`src/hdl/tsi_pkg.sv`:
```
// Shared types and constants for the true strength index block.
// No dependencies.
package tsi_pkg;

	// default parameter values
	localparam int PRICE_BITS_DEF    = 32;
	localparam int FRACTION_BITS_DEF = 16;

	// result format
	localparam int TSI_W    = 15;
	localparam int TSI_FULL = 10000;

	// configuration registers
	localparam int   CFG_DATA_W       = 11;
	localparam logic CFG_LONG_IDX     = 1'b0;
	localparam logic CFG_SHORT_IDX    = 1'b1;
	localparam int   LONG_PERIOD_RST  = 25;
	localparam int   SHORT_PERIOD_RST = 13;

	// divider status seen by the sequencer
	typedef struct packed {
		logic busy;
		logic done;
	} div_sts_t;

endpackage

```
`src/hdl/tsi_div.sv`:
```
// Restoring divider, one quotient bit per cycle, for the true strength index block.
// Depends on tsi_pkg (div_sts_t).
module tsi_div import tsi_pkg::*; #(
	parameter int NUM_W = 62,
	parameter int DEN_W = 48
) (
	input  logic             clk,
	input  logic             arst_n,
	input  logic             start,
	input  logic [NUM_W-1:0] num,
	input  logic [DEN_W-1:0] den,
	output div_sts_t         sts,
	output logic [NUM_W-1:0] quot
);

	localparam int CNT_W = $clog2(NUM_W + 1);

	logic             busy_q;
	logic             done_q;
	logic [CNT_W-1:0] cnt_q;
	logic [NUM_W-1:0] quo_q;
	logic [DEN_W-1:0] rem_q;
	logic [DEN_W-1:0] den_q;

	logic [DEN_W:0]   trial;
	logic             ge;
	logic [DEN_W-1:0] rem_nx;

	// trial subtract of the divisor from the shifted remainder
	assign trial  = {rem_q, quo_q[NUM_W-1]};
	assign ge     = trial >= {1'b0, den_q};
	assign rem_nx = ge ? DEN_W'(trial - {1'b0, den_q}) : trial[DEN_W-1:0];

	// control: step count and done pulse
	always_ff @(posedge clk or negedge arst_n) begin
		if (!arst_n) begin
			busy_q <= 1'b0;
			done_q <= 1'b0;
			cnt_q  <= '0;
		end else begin
			done_q <= 1'b0;
			if (start) begin
				busy_q <= 1'b1;
				cnt_q  <= CNT_W'(NUM_W);
			end else if (busy_q) begin
				cnt_q <= cnt_q - 1'b1;
				if (cnt_q == CNT_W'(1)) begin
					busy_q <= 1'b0;
					done_q <= 1'b1;
				end
			end
		end
	end

	// datapath: dividend bits shift out, quotient bits shift in
	always_ff @(posedge clk) begin
		if (start) begin
			quo_q <= num;
			rem_q <= '0;
			den_q <= den;
		end else if (busy_q) begin
			quo_q <= {quo_q[NUM_W-2:0], ge};
			rem_q <= rem_nx;
		end
	end

	assign sts.busy = busy_q;
	assign sts.done = done_q;
	assign quot     = quo_q;

endmodule

```
`src/hdl/true_strength_index.sv`:
```
// True strength index: four EMAs on one shared multiplier, ratio from a serial divider.
// From an accepted item to out_valid: a priming item goes straight to the output; others run
// four EMA updates and the ratio product, then the divider unless the denominator is zero.
// One item at a time: the next input is taken only after the result is loaded for output.
// A configuration write recomputes alpha in the divider; input is stalled until it finishes.
// Reset (arst_n low, async): averages, last price, primed cleared; periods back to 25 and 13.
module true_strength_index import tsi_pkg::*; #(
	parameter int PRICE_BITS    = PRICE_BITS_DEF,
	parameter int FRACTION_BITS = FRACTION_BITS_DEF
) (
	input  logic                    clk,
	input  logic                    arst_n,
	// input channel
	input  logic                    in_valid,
	output logic                    in_stall,
	input  logic [PRICE_BITS-1:0]   close_price,
	// output channel
	output logic                    out_valid,
	input  logic                    out_stall,
	output logic signed [TSI_W-1:0] tsi_value,
	output logic                    was_first_sample,
	// configuration write channel
	input  logic                    cfg_valid,
	output logic                    cfg_ready,
	input  logic                    cfg_index,
	input  logic [CFG_DATA_W-1:0]   cfg_data
);

	localparam int P     = PRICE_BITS;
	localparam int F     = FRACTION_BITS;
	localparam int NW    = P + F;          // magnitude of an average
	localparam int MW    = P + F + 1;      // magnitude of an EMA difference
	localparam int AW    = P + F + 2;      // signed average
	localparam int DW    = P + F + 14;     // ratio dividend
	localparam int AL_W  = F + 1;
	localparam int AN_W  = (F + 2 > 12) ? F + 2 : 12;
	localparam int MA_W  = (F + 1 > 14) ? F + 1 : 14;
	localparam int MB_W  = (P + 1 > F) ? P + 1 : F;
	localparam int PR_W  = MA_W + MB_W;
	localparam int HALF  = 1 << (F - 1);
	localparam int ONE2  = 1 << (F + 1);
	localparam logic [AL_W-1:0] ALPHA_L_RST =
		AL_W'((ONE2 + (LONG_PERIOD_RST + 1) / 2) / (LONG_PERIOD_RST + 1));
	localparam logic [AL_W-1:0] ALPHA_S_RST =
		AL_W'((ONE2 + (SHORT_PERIOD_RST + 1) / 2) / (SHORT_PERIOD_RST + 1));

	// sequencer states
	localparam logic [3:0] S_IDLE    = 4'd0;
	localparam logic [3:0] S_CFG     = 4'd1;
	localparam logic [3:0] S_EMA_D   = 4'd2;
	localparam logic [3:0] S_EMA_LO  = 4'd3;
	localparam logic [3:0] S_EMA_HI  = 4'd4;
	localparam logic [3:0] S_EMA_ADD = 4'd5;
	localparam logic [3:0] S_T_LO    = 4'd6;
	localparam logic [3:0] S_T_HI    = 4'd7;
	localparam logic [3:0] S_T_SUM   = 4'd8;
	localparam logic [3:0] S_T_DIV   = 4'd9;
	localparam logic [3:0] S_OUT     = 4'd10;

	logic [3:0]             state_q;
	logic                   primed_q;
	logic [P-1:0]           last_q;
	logic [P-1:0]           price_q;
	logic signed [AW-1:0]   avg_q [4];   // m long, |m| long, m short, |m| short
	logic [1:0]             e_q;
	logic                   dneg_q;
	logic [MW-1:0]          mag_q;
	logic [PR_W-1:0]        prod_q;
	logic [F+1:0]           tmp_q;
	logic [PR_W-1:0]        plo_q;
	logic [AL_W-1:0]        alpha_l_q;
	logic [AL_W-1:0]        alpha_s_q;
	logic                   cfg_sel_q;
	logic signed [TSI_W-1:0] res_q;
	logic                   first_q;
	logic                   out_valid_q;

	logic                   in_acc;
	logic                   cfg_acc;
	logic                   out_load;
	logic signed [P+1:0]    diff;
	logic signed [AW-1:0]   m_val;
	logic signed [AW-1:0]   am_val;
	logic signed [AW-1:0]   x_sel;
	logic signed [AW-1:0]   ema_cur;
	logic signed [AW-1:0]   d_val;
	logic [MW-1:0]          d_mag;
	logic [AL_W-1:0]        alpha_cur;
	logic [MA_W-1:0]        mul_a;
	logic [MB_W-1:0]        mul_b;
	logic [PR_W-1:0]        mul_p;
	logic [PR_W:0]          rnd_sum;
	logic signed [AW-1:0]   step_val;
	logic signed [AW-1:0]   ema_new;
	logic [NW-1:0]          num_mag;
	logic [NW-1:0]          den_val;
	logic                   den_pos;
	logic                   tsi_neg;
	logic [CFG_DATA_W-1:0]  per_fix;
	logic [CFG_DATA_W:0]    per_p1;
	logic [AN_W-1:0]        alpha_num;
	logic [DW-1:0]          div_num_tsi;
	logic [DW-1:0]          div_num;
	logic [NW-1:0]          div_den;
	logic                   div_start;
	div_sts_t               div_sts;
	logic [DW-1:0]          div_quot;
	logic                   q_sat;
	logic [TSI_W-1:0]       q_mag;
	logic signed [TSI_W-1:0] q_res;

	// handshakes; configuration yields to a waiting input transaction
	assign in_stall  = (state_q != S_IDLE) || div_sts.busy;
	assign cfg_ready = (state_q == S_IDLE) && !in_valid;
	assign in_acc    = in_valid && !in_stall;
	assign cfg_acc   = cfg_valid && cfg_ready;
	assign out_load  = (state_q == S_OUT) && (!out_valid_q || !out_stall);

	// momentum scaled to the fraction format
	assign diff   = $signed({2'b00, price_q}) - $signed({2'b00, last_q});
	assign m_val  = {diff, {F{1'b0}}};
	assign am_val = m_val[AW-1] ? -m_val : m_val;

	// EMA operand selection
	always_comb begin
		unique case (e_q)
			2'd0: x_sel = m_val;
			2'd1: x_sel = am_val;
			2'd2: x_sel = avg_q[0];
			2'd3: x_sel = avg_q[1];
		endcase
	end
	assign ema_cur   = avg_q[e_q];
	assign alpha_cur = e_q[1] ? alpha_s_q : alpha_l_q;
	assign d_val     = x_sel - ema_cur;
	assign d_mag     = MW'(d_val[AW-1] ? -d_val : d_val);

	// ratio operands
	assign tsi_neg = avg_q[2][AW-1];
	assign num_mag = NW'(tsi_neg ? -avg_q[2] : avg_q[2]);
	assign den_val = avg_q[3][NW-1:0];
	assign den_pos = !avg_q[3][AW-1] && (avg_q[3] != '0);

	// shared multiplier, low and high halves of the operand in turn
	always_comb begin
		mul_a = '0;
		mul_b = '0;
		unique case (state_q)
			S_EMA_LO: begin
				mul_a = MA_W'(alpha_cur);
				mul_b = MB_W'(mag_q[F-1:0]);
			end
			S_EMA_HI: begin
				mul_a = MA_W'(alpha_cur);
				mul_b = MB_W'(mag_q[MW-1:F]);
			end
			S_T_LO: begin
				mul_a = MA_W'(TSI_FULL);
				mul_b = MB_W'(num_mag[F-1:0]);
			end
			S_T_HI: begin
				mul_a = MA_W'(TSI_FULL);
				mul_b = MB_W'(num_mag[NW-1:F]);
			end
			default: begin
				mul_a = '0;
				mul_b = '0;
			end
		endcase
	end
	assign mul_p = PR_W'(mul_a) * PR_W'(mul_b);

	// rounded step, sign of the difference applied afterwards
	assign rnd_sum  = {1'b0, prod_q} + (PR_W + 1)'(HALF);
	assign step_val = AW'(prod_q) + AW'(tmp_q);
	assign ema_new  = dneg_q ? ema_cur - step_val : ema_cur + step_val;

	// alpha = (2^(F+1) + (p+1)/2) / (p+1), zero period taken as one
	assign per_fix   = (cfg_data == '0) ? CFG_DATA_W'(1) : cfg_data;
	assign per_p1    = {1'b0, per_fix} + 1'b1;
	assign alpha_num = AN_W'(ONE2) + AN_W'(per_p1 >> 1);

	// divider requests: alpha on a configuration write, ratio after the averages
	assign div_num_tsi = (DW'(prod_q) << F) + DW'(plo_q) + DW'(den_val >> 1);
	assign div_start   = cfg_acc || (state_q == S_T_SUM);
	assign div_num     = (state_q == S_T_SUM) ? div_num_tsi : DW'(alpha_num);
	assign div_den     = (state_q == S_T_SUM) ? den_val : NW'(per_p1);

	tsi_div #(
		.NUM_W (DW),
		.DEN_W (NW)
	) u_div (
		.clk    (clk),
		.arst_n (arst_n),
		.start  (div_start),
		.num    (div_num),
		.den    (div_den),
		.sts    (div_sts),
		.quot   (div_quot)
	);

	// saturate and sign the quotient
	assign q_sat = div_quot > DW'(TSI_FULL);
	assign q_mag = q_sat ? TSI_W'(TSI_FULL) : div_quot[TSI_W-1:0];
	assign q_res = tsi_neg ? -q_mag : q_mag;

	// sequencer and block state
	always_ff @(posedge clk or negedge arst_n) begin
		if (!arst_n) begin
			state_q   <= S_IDLE;
			primed_q  <= 1'b0;
			last_q    <= '0;
			e_q       <= '0;
			cfg_sel_q <= CFG_LONG_IDX;
			alpha_l_q <= ALPHA_L_RST;
			alpha_s_q <= ALPHA_S_RST;
			for (int i = 0; i < 4; i++) begin
				avg_q[i] <= '0;
			end
		end else begin
			unique case (state_q)
				S_IDLE: begin
					if (in_acc) begin
						if (!primed_q) begin
							primed_q <= 1'b1;
							last_q   <= close_price;
							state_q  <= S_OUT;
						end else begin
							e_q     <= '0;
							state_q <= S_EMA_D;
						end
					end else if (cfg_acc) begin
						cfg_sel_q <= cfg_index;
						state_q   <= S_CFG;
					end
				end
				S_CFG: begin
					if (div_sts.done) begin
						if (cfg_sel_q == CFG_LONG_IDX) begin
							alpha_l_q <= AL_W'(div_quot);
						end else begin
							alpha_s_q <= AL_W'(div_quot);
						end
						state_q <= S_IDLE;
					end
				end
				S_EMA_D:  state_q <= S_EMA_LO;
				S_EMA_LO: state_q <= S_EMA_HI;
				S_EMA_HI: state_q <= S_EMA_ADD;
				S_EMA_ADD: begin
					avg_q[e_q] <= ema_new;
					e_q        <= e_q + 1'b1;
					state_q    <= (e_q == 2'd3) ? S_T_LO : S_EMA_D;
				end
				S_T_LO: begin
					last_q  <= price_q;
					state_q <= den_pos ? S_T_HI : S_OUT;
				end
				S_T_HI:  state_q <= S_T_SUM;
				S_T_SUM: state_q <= S_T_DIV;
				S_T_DIV: begin
					if (div_sts.done) begin
						state_q <= S_OUT;
					end
				end
				S_OUT: begin
					if (out_load) begin
						state_q <= S_IDLE;
					end
				end
				default: state_q <= S_IDLE;
			endcase
		end
	end

	// datapath registers
	always_ff @(posedge clk) begin
		prod_q <= mul_p;
		if (in_acc) begin
			price_q <= close_price;
			res_q   <= '0;
			first_q <= !primed_q;
		end
		if (state_q == S_EMA_D) begin
			dneg_q <= d_val[AW-1];
			mag_q  <= d_mag;
		end
		if (state_q == S_EMA_HI) begin
			tmp_q <= (F + 2)'(rnd_sum >> F);
		end
		if (state_q == S_T_HI) begin
			plo_q <= prod_q;
		end
		if ((state_q == S_T_DIV) && div_sts.done) begin
			res_q <= q_res;
		end
	end

	// output register
	always_ff @(posedge clk or negedge arst_n) begin
		if (!arst_n) begin
			out_valid_q <= 1'b0;
		end else if (out_load) begin
			out_valid_q <= 1'b1;
		end else if (!out_stall) begin
			out_valid_q <= 1'b0;
		end
	end

	always_ff @(posedge clk) begin
		if (out_load) begin
			tsi_value        <= res_q;
			was_first_sample <= first_q;
		end
	end

	assign out_valid = out_valid_q;

endmodule

```
`config.mk`:
```
export PLATFORM = sky130hd
export DESIGN_NAME = true_strength_index
export DESIGN_NICKNAME = d
export VERILOG_FILES = /design/src/hdl/tsi_pkg.sv /design/src/hdl/tsi_div.sv /design/src/hdl/true_strength_index.sv
export SDC_FILE = /design/constraint.sdc
export NUM_CORES = 2
export LEC_CHECK = 0
export BUFFER_PORTS_ARGS = -buffer_cell sky130_fd_sc_hd__buf_2
export CAP_MARGIN = 10
export CORE_MARGIN = 4
export CORE_UTILIZATION = 45
export CTS_BUF_LIST = sky130_fd_sc_hd__clkbuf_8
export DETAILED_ROUTE_END_ITERATION = 10
export SYNTH_ARGS = -nofsm -noshare
export SYNTH_HDL_FRONTEND = slang
export SYNTH_SLANG_ARGS = --single-unit
```
`constraint.sdc`:
```
create_clock -name clk -period 9.84 [get_ports clk]
set_input_delay 0.984 -clock clk [delete_from_list [all_inputs] [get_ports clk]]
set_output_delay 0.984 -clock clk [all_outputs]
set_load 0.01 [all_outputs]
```
After elaboration in Yosys (flattened, before gate mapping). Cells that the tools add are included.

Flip-flop bits (word level): 673. Input bits: 49. Output and inout port bits: 19. Logic and storage cells: 159.

$add $sub $neg: 17. Multipliers: 1. Magnitude comparators: 4. Equality and inequality tests: 22. Mux-type cells: 49. Bitwise gates (word level): 3. Reduce and logical (&&, ||, !) cells: 34.

Operators with widths (count): $mux W50 (5); $bwmux W200 (1); $pmux W50 S4 (1); $mux W62 (3); $pmux W33 S4 (1); $bmux W50 S2 (1); $demux W50 S2 (1); $sub A50 B50 Y50 (2); $mux W48 (2); $mux W32 (2); $pmux W32 S2 (1); $add A62 B47 Y62 (1); $add A62 B50 Y62 (1); $gt A62 B14 Y1 const B (1); $mux W15 (4); $add A50 B18 Y50 (1); $add A50 B50 Y50 (1); $mul A17 B33 Y50 (1); $neg A49 Y50 (1); $reduce_bool A50 Y1 (1); $ge A49 B48 Y1 (1); $mux W49 (1); $neg A49 Y49 (1); $neg A48 Y48 (1); other kinds (45) (94).

Depth between registers and ports, before layout.
Depth after elaboration: 7. Mapped depth: 37. Gate-level depth less buffers: 36.

Hierarchy. From an unflattened synthesis, not the netlist that was laid out.

Cells, all modules: 7184. Area total of the unflattened synthesis: 66279.8 um^2.

By module, submodules not included: true_strength_index (instances 1, cells an instance 6251, area an instance 56670.6 um^2); tsi_div (instances 1, cells an instance 933, area an instance 9609.2 um^2).

Worst setup path before layout. OpenSTA, ideal clock, no wires.

Path kind: reg2reg. Start point: register avg_q[85] (netlist name). End point: register prod_q[45]. Library setup time: 0.072 ns. Data arrival time: 8.871 ns. Setup slack: 0.897 ns. Stages on the path, launching flop included: 34. Path buffers: 1. Clock period less this slack: 8.943 ns. Path through: dfrtp_1 or3_1 or2_2 or4_1 or3_1 or4_1 o41ai_1 xor2_1 o21ai_1 clkbuf_1 nand2_1 fa_1 inv_1 fa_1 inv_1 fa_1 inv_1 fa_1 fa_1 inv_1 fa_1 inv_1 ha_1 inv_1 nor4_1 and3_1 a32oi_1 a31o_2 a31oi_1 nand2_1 o21ai_0 inv_1 o21ai_0 xnor2_1.

Word-level cells in the longest chain between the ends: 4.

Ends and longest elaborated chain: start, declared (RTL line true_strength_index.sv:64) `logic signed [AW-1:0] avg_q [4];`; start signal, assigned by index (RTL line true_strength_index.sv:251) `avg_q[e_q] <= ema_new;`; $neg A48 Y48 (RTL line true_strength_index.sv:140) `assign num_mag = NW'(tsi_neg ? -avg_q[2] : avg_q[2]);`; $mux W48 (*) (RTL line true_strength_index.sv:140); $pmux W33 S4 (*) (RTL line true_strength_index.sv:148) `unique case (state_q)`; $mul A17 B33 Y50 (*) (RTL line true_strength_index.sv:171) `assign mul_p = PR_W'(mul_a) * PR_W'(mul_b);`; net mul_p[45] (RTL line true_strength_index.sv:91) `logic [PR_W-1:0] mul_p;`; end signal, assigned (RTL line true_strength_index.sv:278) `prod_q <= mul_p;`; end, declared (RTL line true_strength_index.sv:68) `logic [PR_W-1:0] prod_q;`.

Mark *: on every way through the listed nets, which the timed path passes. The rest lies on a longest branch. A chain may end at the register's enable or synchronous reset.

Worst setup path after layout.
Start point: register avg_q[61] (netlist name). End point: register prod_q[48].

The elaborated chain is that of the path after synthesis.

==> summary.txt <==
Outcome
  • Outcome: finished, violations left
  • Failing checks: max-capacitance violations

Floorplan
  • Starting density of the core: around 45%
  • Io pins: 68
  • Std-Cell Rows: 140
  • Height of the die: 391 um
  • Core Region: 0.146 mm2
  • Die ar.: 0.153 mm2
  • Die Wd: around 390 um

Yosys
  • Average instance area after synthesis: 9.02 um2
  • Cell Area, Synth: 0.0659 mm2
  • Area share of the largest cell type after synthesis: around 15%
  • Syn Nets: 8257
  • Post-Syn Instances: 7305
  • Synthesized flop and latch total: 673
  • Largest area contributor in the netlist: fa_1
  • Seq/Total Area, Yosys: 27.1%
  • Async S/R FF share, synth: a little over two fifths
  • Primary FF master, synth: edfxtp_1
  • Post-synth EDFFs: 292
  • Number of distinct library cells after synthesis: 106
  • Synth warnings: 0
  • Synth area leaders: fa_1 (15%), edfxtp_1 (13%), dfrtp_1 (10%), ha_1 (7.6%), nand2_1 (4.9%)

STA
  • RSZ-0062 raised after global routing: no
  • Final Hold Fails: 0
  • Tcrit/Tclk final: 95.9%
  • Max-slew headroom: 2.31%
  • Fmax: 0.106 GHz
  • Clock period minus worst slack: 9.43 ns
  • Final setup viols: 0
  • Fin Setup TNS: 0 ns
  • Clock Skews: around 0.059 ns
  • Max-slew violations: 0
  • Slew at the pin closest to its max-slew limit: 1.45 ns
  • Fin worst setup slack: 0.405 ns

Global routing
  • First-pass GRT wire length: 350000 um
  • Initial antenna violation count: 15
  • Total track usage: between 30% and 40%
  • Largest net degree at the start of global routing: 94
  • Overflow after GRT: 0
  • Vias in the first global route: roughly 55000

Routing
  • Routed length per placed instance: roughly 25 um
  • Drc violations: 0
  • Vias per Instance: 5.96
  • First-pass DRT Iterations: 7
  • Routed via count: between 50000 and 60000
  • Antenna-violating nets left: 0
  • Iter 0 DRT Violations: 5440
  • WL final: 233000 um

Setup path
  • Crit path capture type: flop
  • Crit-path slowest cell: or4_1
  • Worst path arrival time: between 10 and 15 ns
  • Worst-path maximum fanout: 8
  • Crit Path Class: flop to flop
  • Required @ worst endpoint: around 11 ns
  • CP Launch Type: flop
  • Slowest stage delay, CP: 0.55 ns

CTS
  • Root Buffer Master: clkbuf_8
  • Worst-path clk slew: 0.06 ns
  • CTS tree: yes
  • Clk buf depth: 3
  • Worst skew pair latency: around 0.9 ns
  • CTS buffer count: 135
  • Num Clock Sinks: 673
  • H-tree depth: 4

Final layout
  • Post-route cell area: 0.0720 mm2
  • Final core utilization: between 40% and 50%
  • Area Overhead vs Synth: 9.33%
  • Final nets: 8317
  • Ratio of cells with drive above 1 in the final layout: 11.3%

Placement
  • Dpl ws: between 0.2 and 0.3 ns
  • Dpl cell area: 0.0691 mm2
  • GPL Wtd Cong: 0.975
  • PortBufs: 67
  • Post-DP HPWL: approximately 180000 um

Hold path
  • Hold crit path type: input port to async pin

Flow run
  • Max_cap viols: 1

Pwr
  • Power density over cell area: 288 mW/mm2
  • Worst VDD drop: 0.726 mV
  • Lkg Pwr: 0.0335 uW
cell type report:
type | count | area, um2
repair buffers | 259 | 1910
clock buffers | 150 | 2060
diodes | 6 | 15.0
fillers | 13900 | 73500
well taps | 1917 | 2400
multi-input cells | 5467 | 43900
inverters | 829 | 3110
clock inverters | 99 | 782
flip-flops and latches | 673 | 17800
where the power goes:
group / leakage [uW] / switching (uW) / internal, uW
Combinational: 0.0243 / 8610 / 4770
Clock: 0.00162 / 1400 / 1690
Sequential: 0.00756 / 400 / 3900
Total: 0.0335 / 10400 / 10400
cells by family after synthesis:
| family | after synthesis | share of synthesized area [%] |
|---|---|---|
| AOI/OAI and AO/OA | 1645 | 16.2 |
| xor gates and xnor gates | 453 | 6.04 |
| adders and majority gates | 903 | 22.9 |
| buffers and inverters | 1165 | 6.66 |
| DFF | 673 | 27.1 |
| muxes | 325 | 6.27 |
| and+or+nand+nor | 2141 | 14.9 |
worst paths after layout:
check                                        from                endpoint  slack (ns)  depth (start not counted)
min in group clk                   close_price[9]    price_q[9]$_DFFE_PP_        0.30                          1
hold reg to reg            res_q[5]$_SDFFCE_PN0P_  tsi_value[5]$_DFFE_PP_        0.42                          0
setup / recovery            avg_q[61]$_DFFE_PN0P_      prod_q[48]$_DFF_P_        0.41                         34
max in group asynchronous                  arst_n  u_div.busy_q$_DFF_PN0_        8.12                          2
setup reg to reg            avg_q[61]$_DFFE_PN0P_      prod_q[48]$_DFF_P_        0.41                         34
hold / removal                             arst_n   avg_q[38]$_DFFE_PN0P_        0.13                          1
Yosys cell counts, types with 124 or more instances:
master,count
ha_1,402
xor2_1,198
clkbuf_1,293
o21ai_0,404
dfrtp_1,271
inv_1,827
nor2_1,517
a21o_1,173
nand2_1,863
a21oi_1,394
nand3_1,124
edfxtp_1,292
xnor2_1,254
mux2_2,201
fa_1,501
flip-flops by register name, indices dropped and copies added (netlist names), 2 cells and up:
name         cells
avg_q          200
u_div.quot      62
plo_q           50
prod_q          50
mag_q           49
u_div.den_q     48
u_div.rem_q     48
last_q          32
price_q         32
tmp_q           18
alpha_l_q       17
alpha_s_q       17
res_q           15
tsi_value       15
u_div.cnt_q      6
state_q          4
e_q              2
critical path: cells and delay by family (launching register included):
kind / cells / cell delay (ns)
adders and majority gates: 7 / 3.41
AOI/OAI and AO/OA: 10 / 2.42
and+or+nand+nor: 7 / 1.95
buffers and inverters: 8 / 0.74
DFF: 1 / 0.41
xor gates and xnor gates: 2 / 0.39
per-layer routing:
| layer | wire (um) | share of wire [%] | up-vias | track usage [%] |
|---|---|---|---|---|
| met5 | 0 | 0 | - | 0 |
| met4 | 10100 | 4.3 | 0 | 12.1 |
| met3 | 19200 | 8.3 | 436 | 6.06 |
| met2 | 103000 | 44 | 2248 | 46.8 |
| met1 | 100000 | 43 | 28000 | 42.0 |
| li1 | - | - | 25400 | - |
cell usage in the layout (no fill, tap or decap), types with 46 or more instances in the layout:
cell type	Yosys	final
inv_1	827	867
nand2_1	863	857
nor2_1	517	509
fa_1	501	501
o21ai_0	404	401
ha_1	402	399
a21oi_1	394	393
edfxtp_1	292	292
dfrtp_1	271	267
xnor2_1	254	253
mux2_2	201	201
xor2_1	198	198
buf_4	0	181
a21o_1	173	173
clkbuf_8	0	150
nand3_1	124	124
nor3_1	110	107
and2_1	106	105
dfxtp_1	98	98
and3_1	90	90
a31oi_1	75	75
mux2i_1	74	74
o21a_1	71	69
nand4_1	69	69
buf_2	10	66
a211oi_1	52	52
mux4_2	50	50
o21bai_1	46	46
timing repair:
item,CTS,global route
hold buffers,0,0
setup endpoints to repair,0,14
gates resized for setup,0,10
buffers inserted,0,5
through the flow:
stage	hold WS, ns	cells	total power (uW)
after floorplan	0.400	7305	13200
after global placement	0.404	9138	17300
after detailed placement	0.407	9140	17300
after CTS	0.116	9389	20600
after global routing	0.155	9395	22000
final	0.127	9400	20800
(Power assumes the default switching activity.)
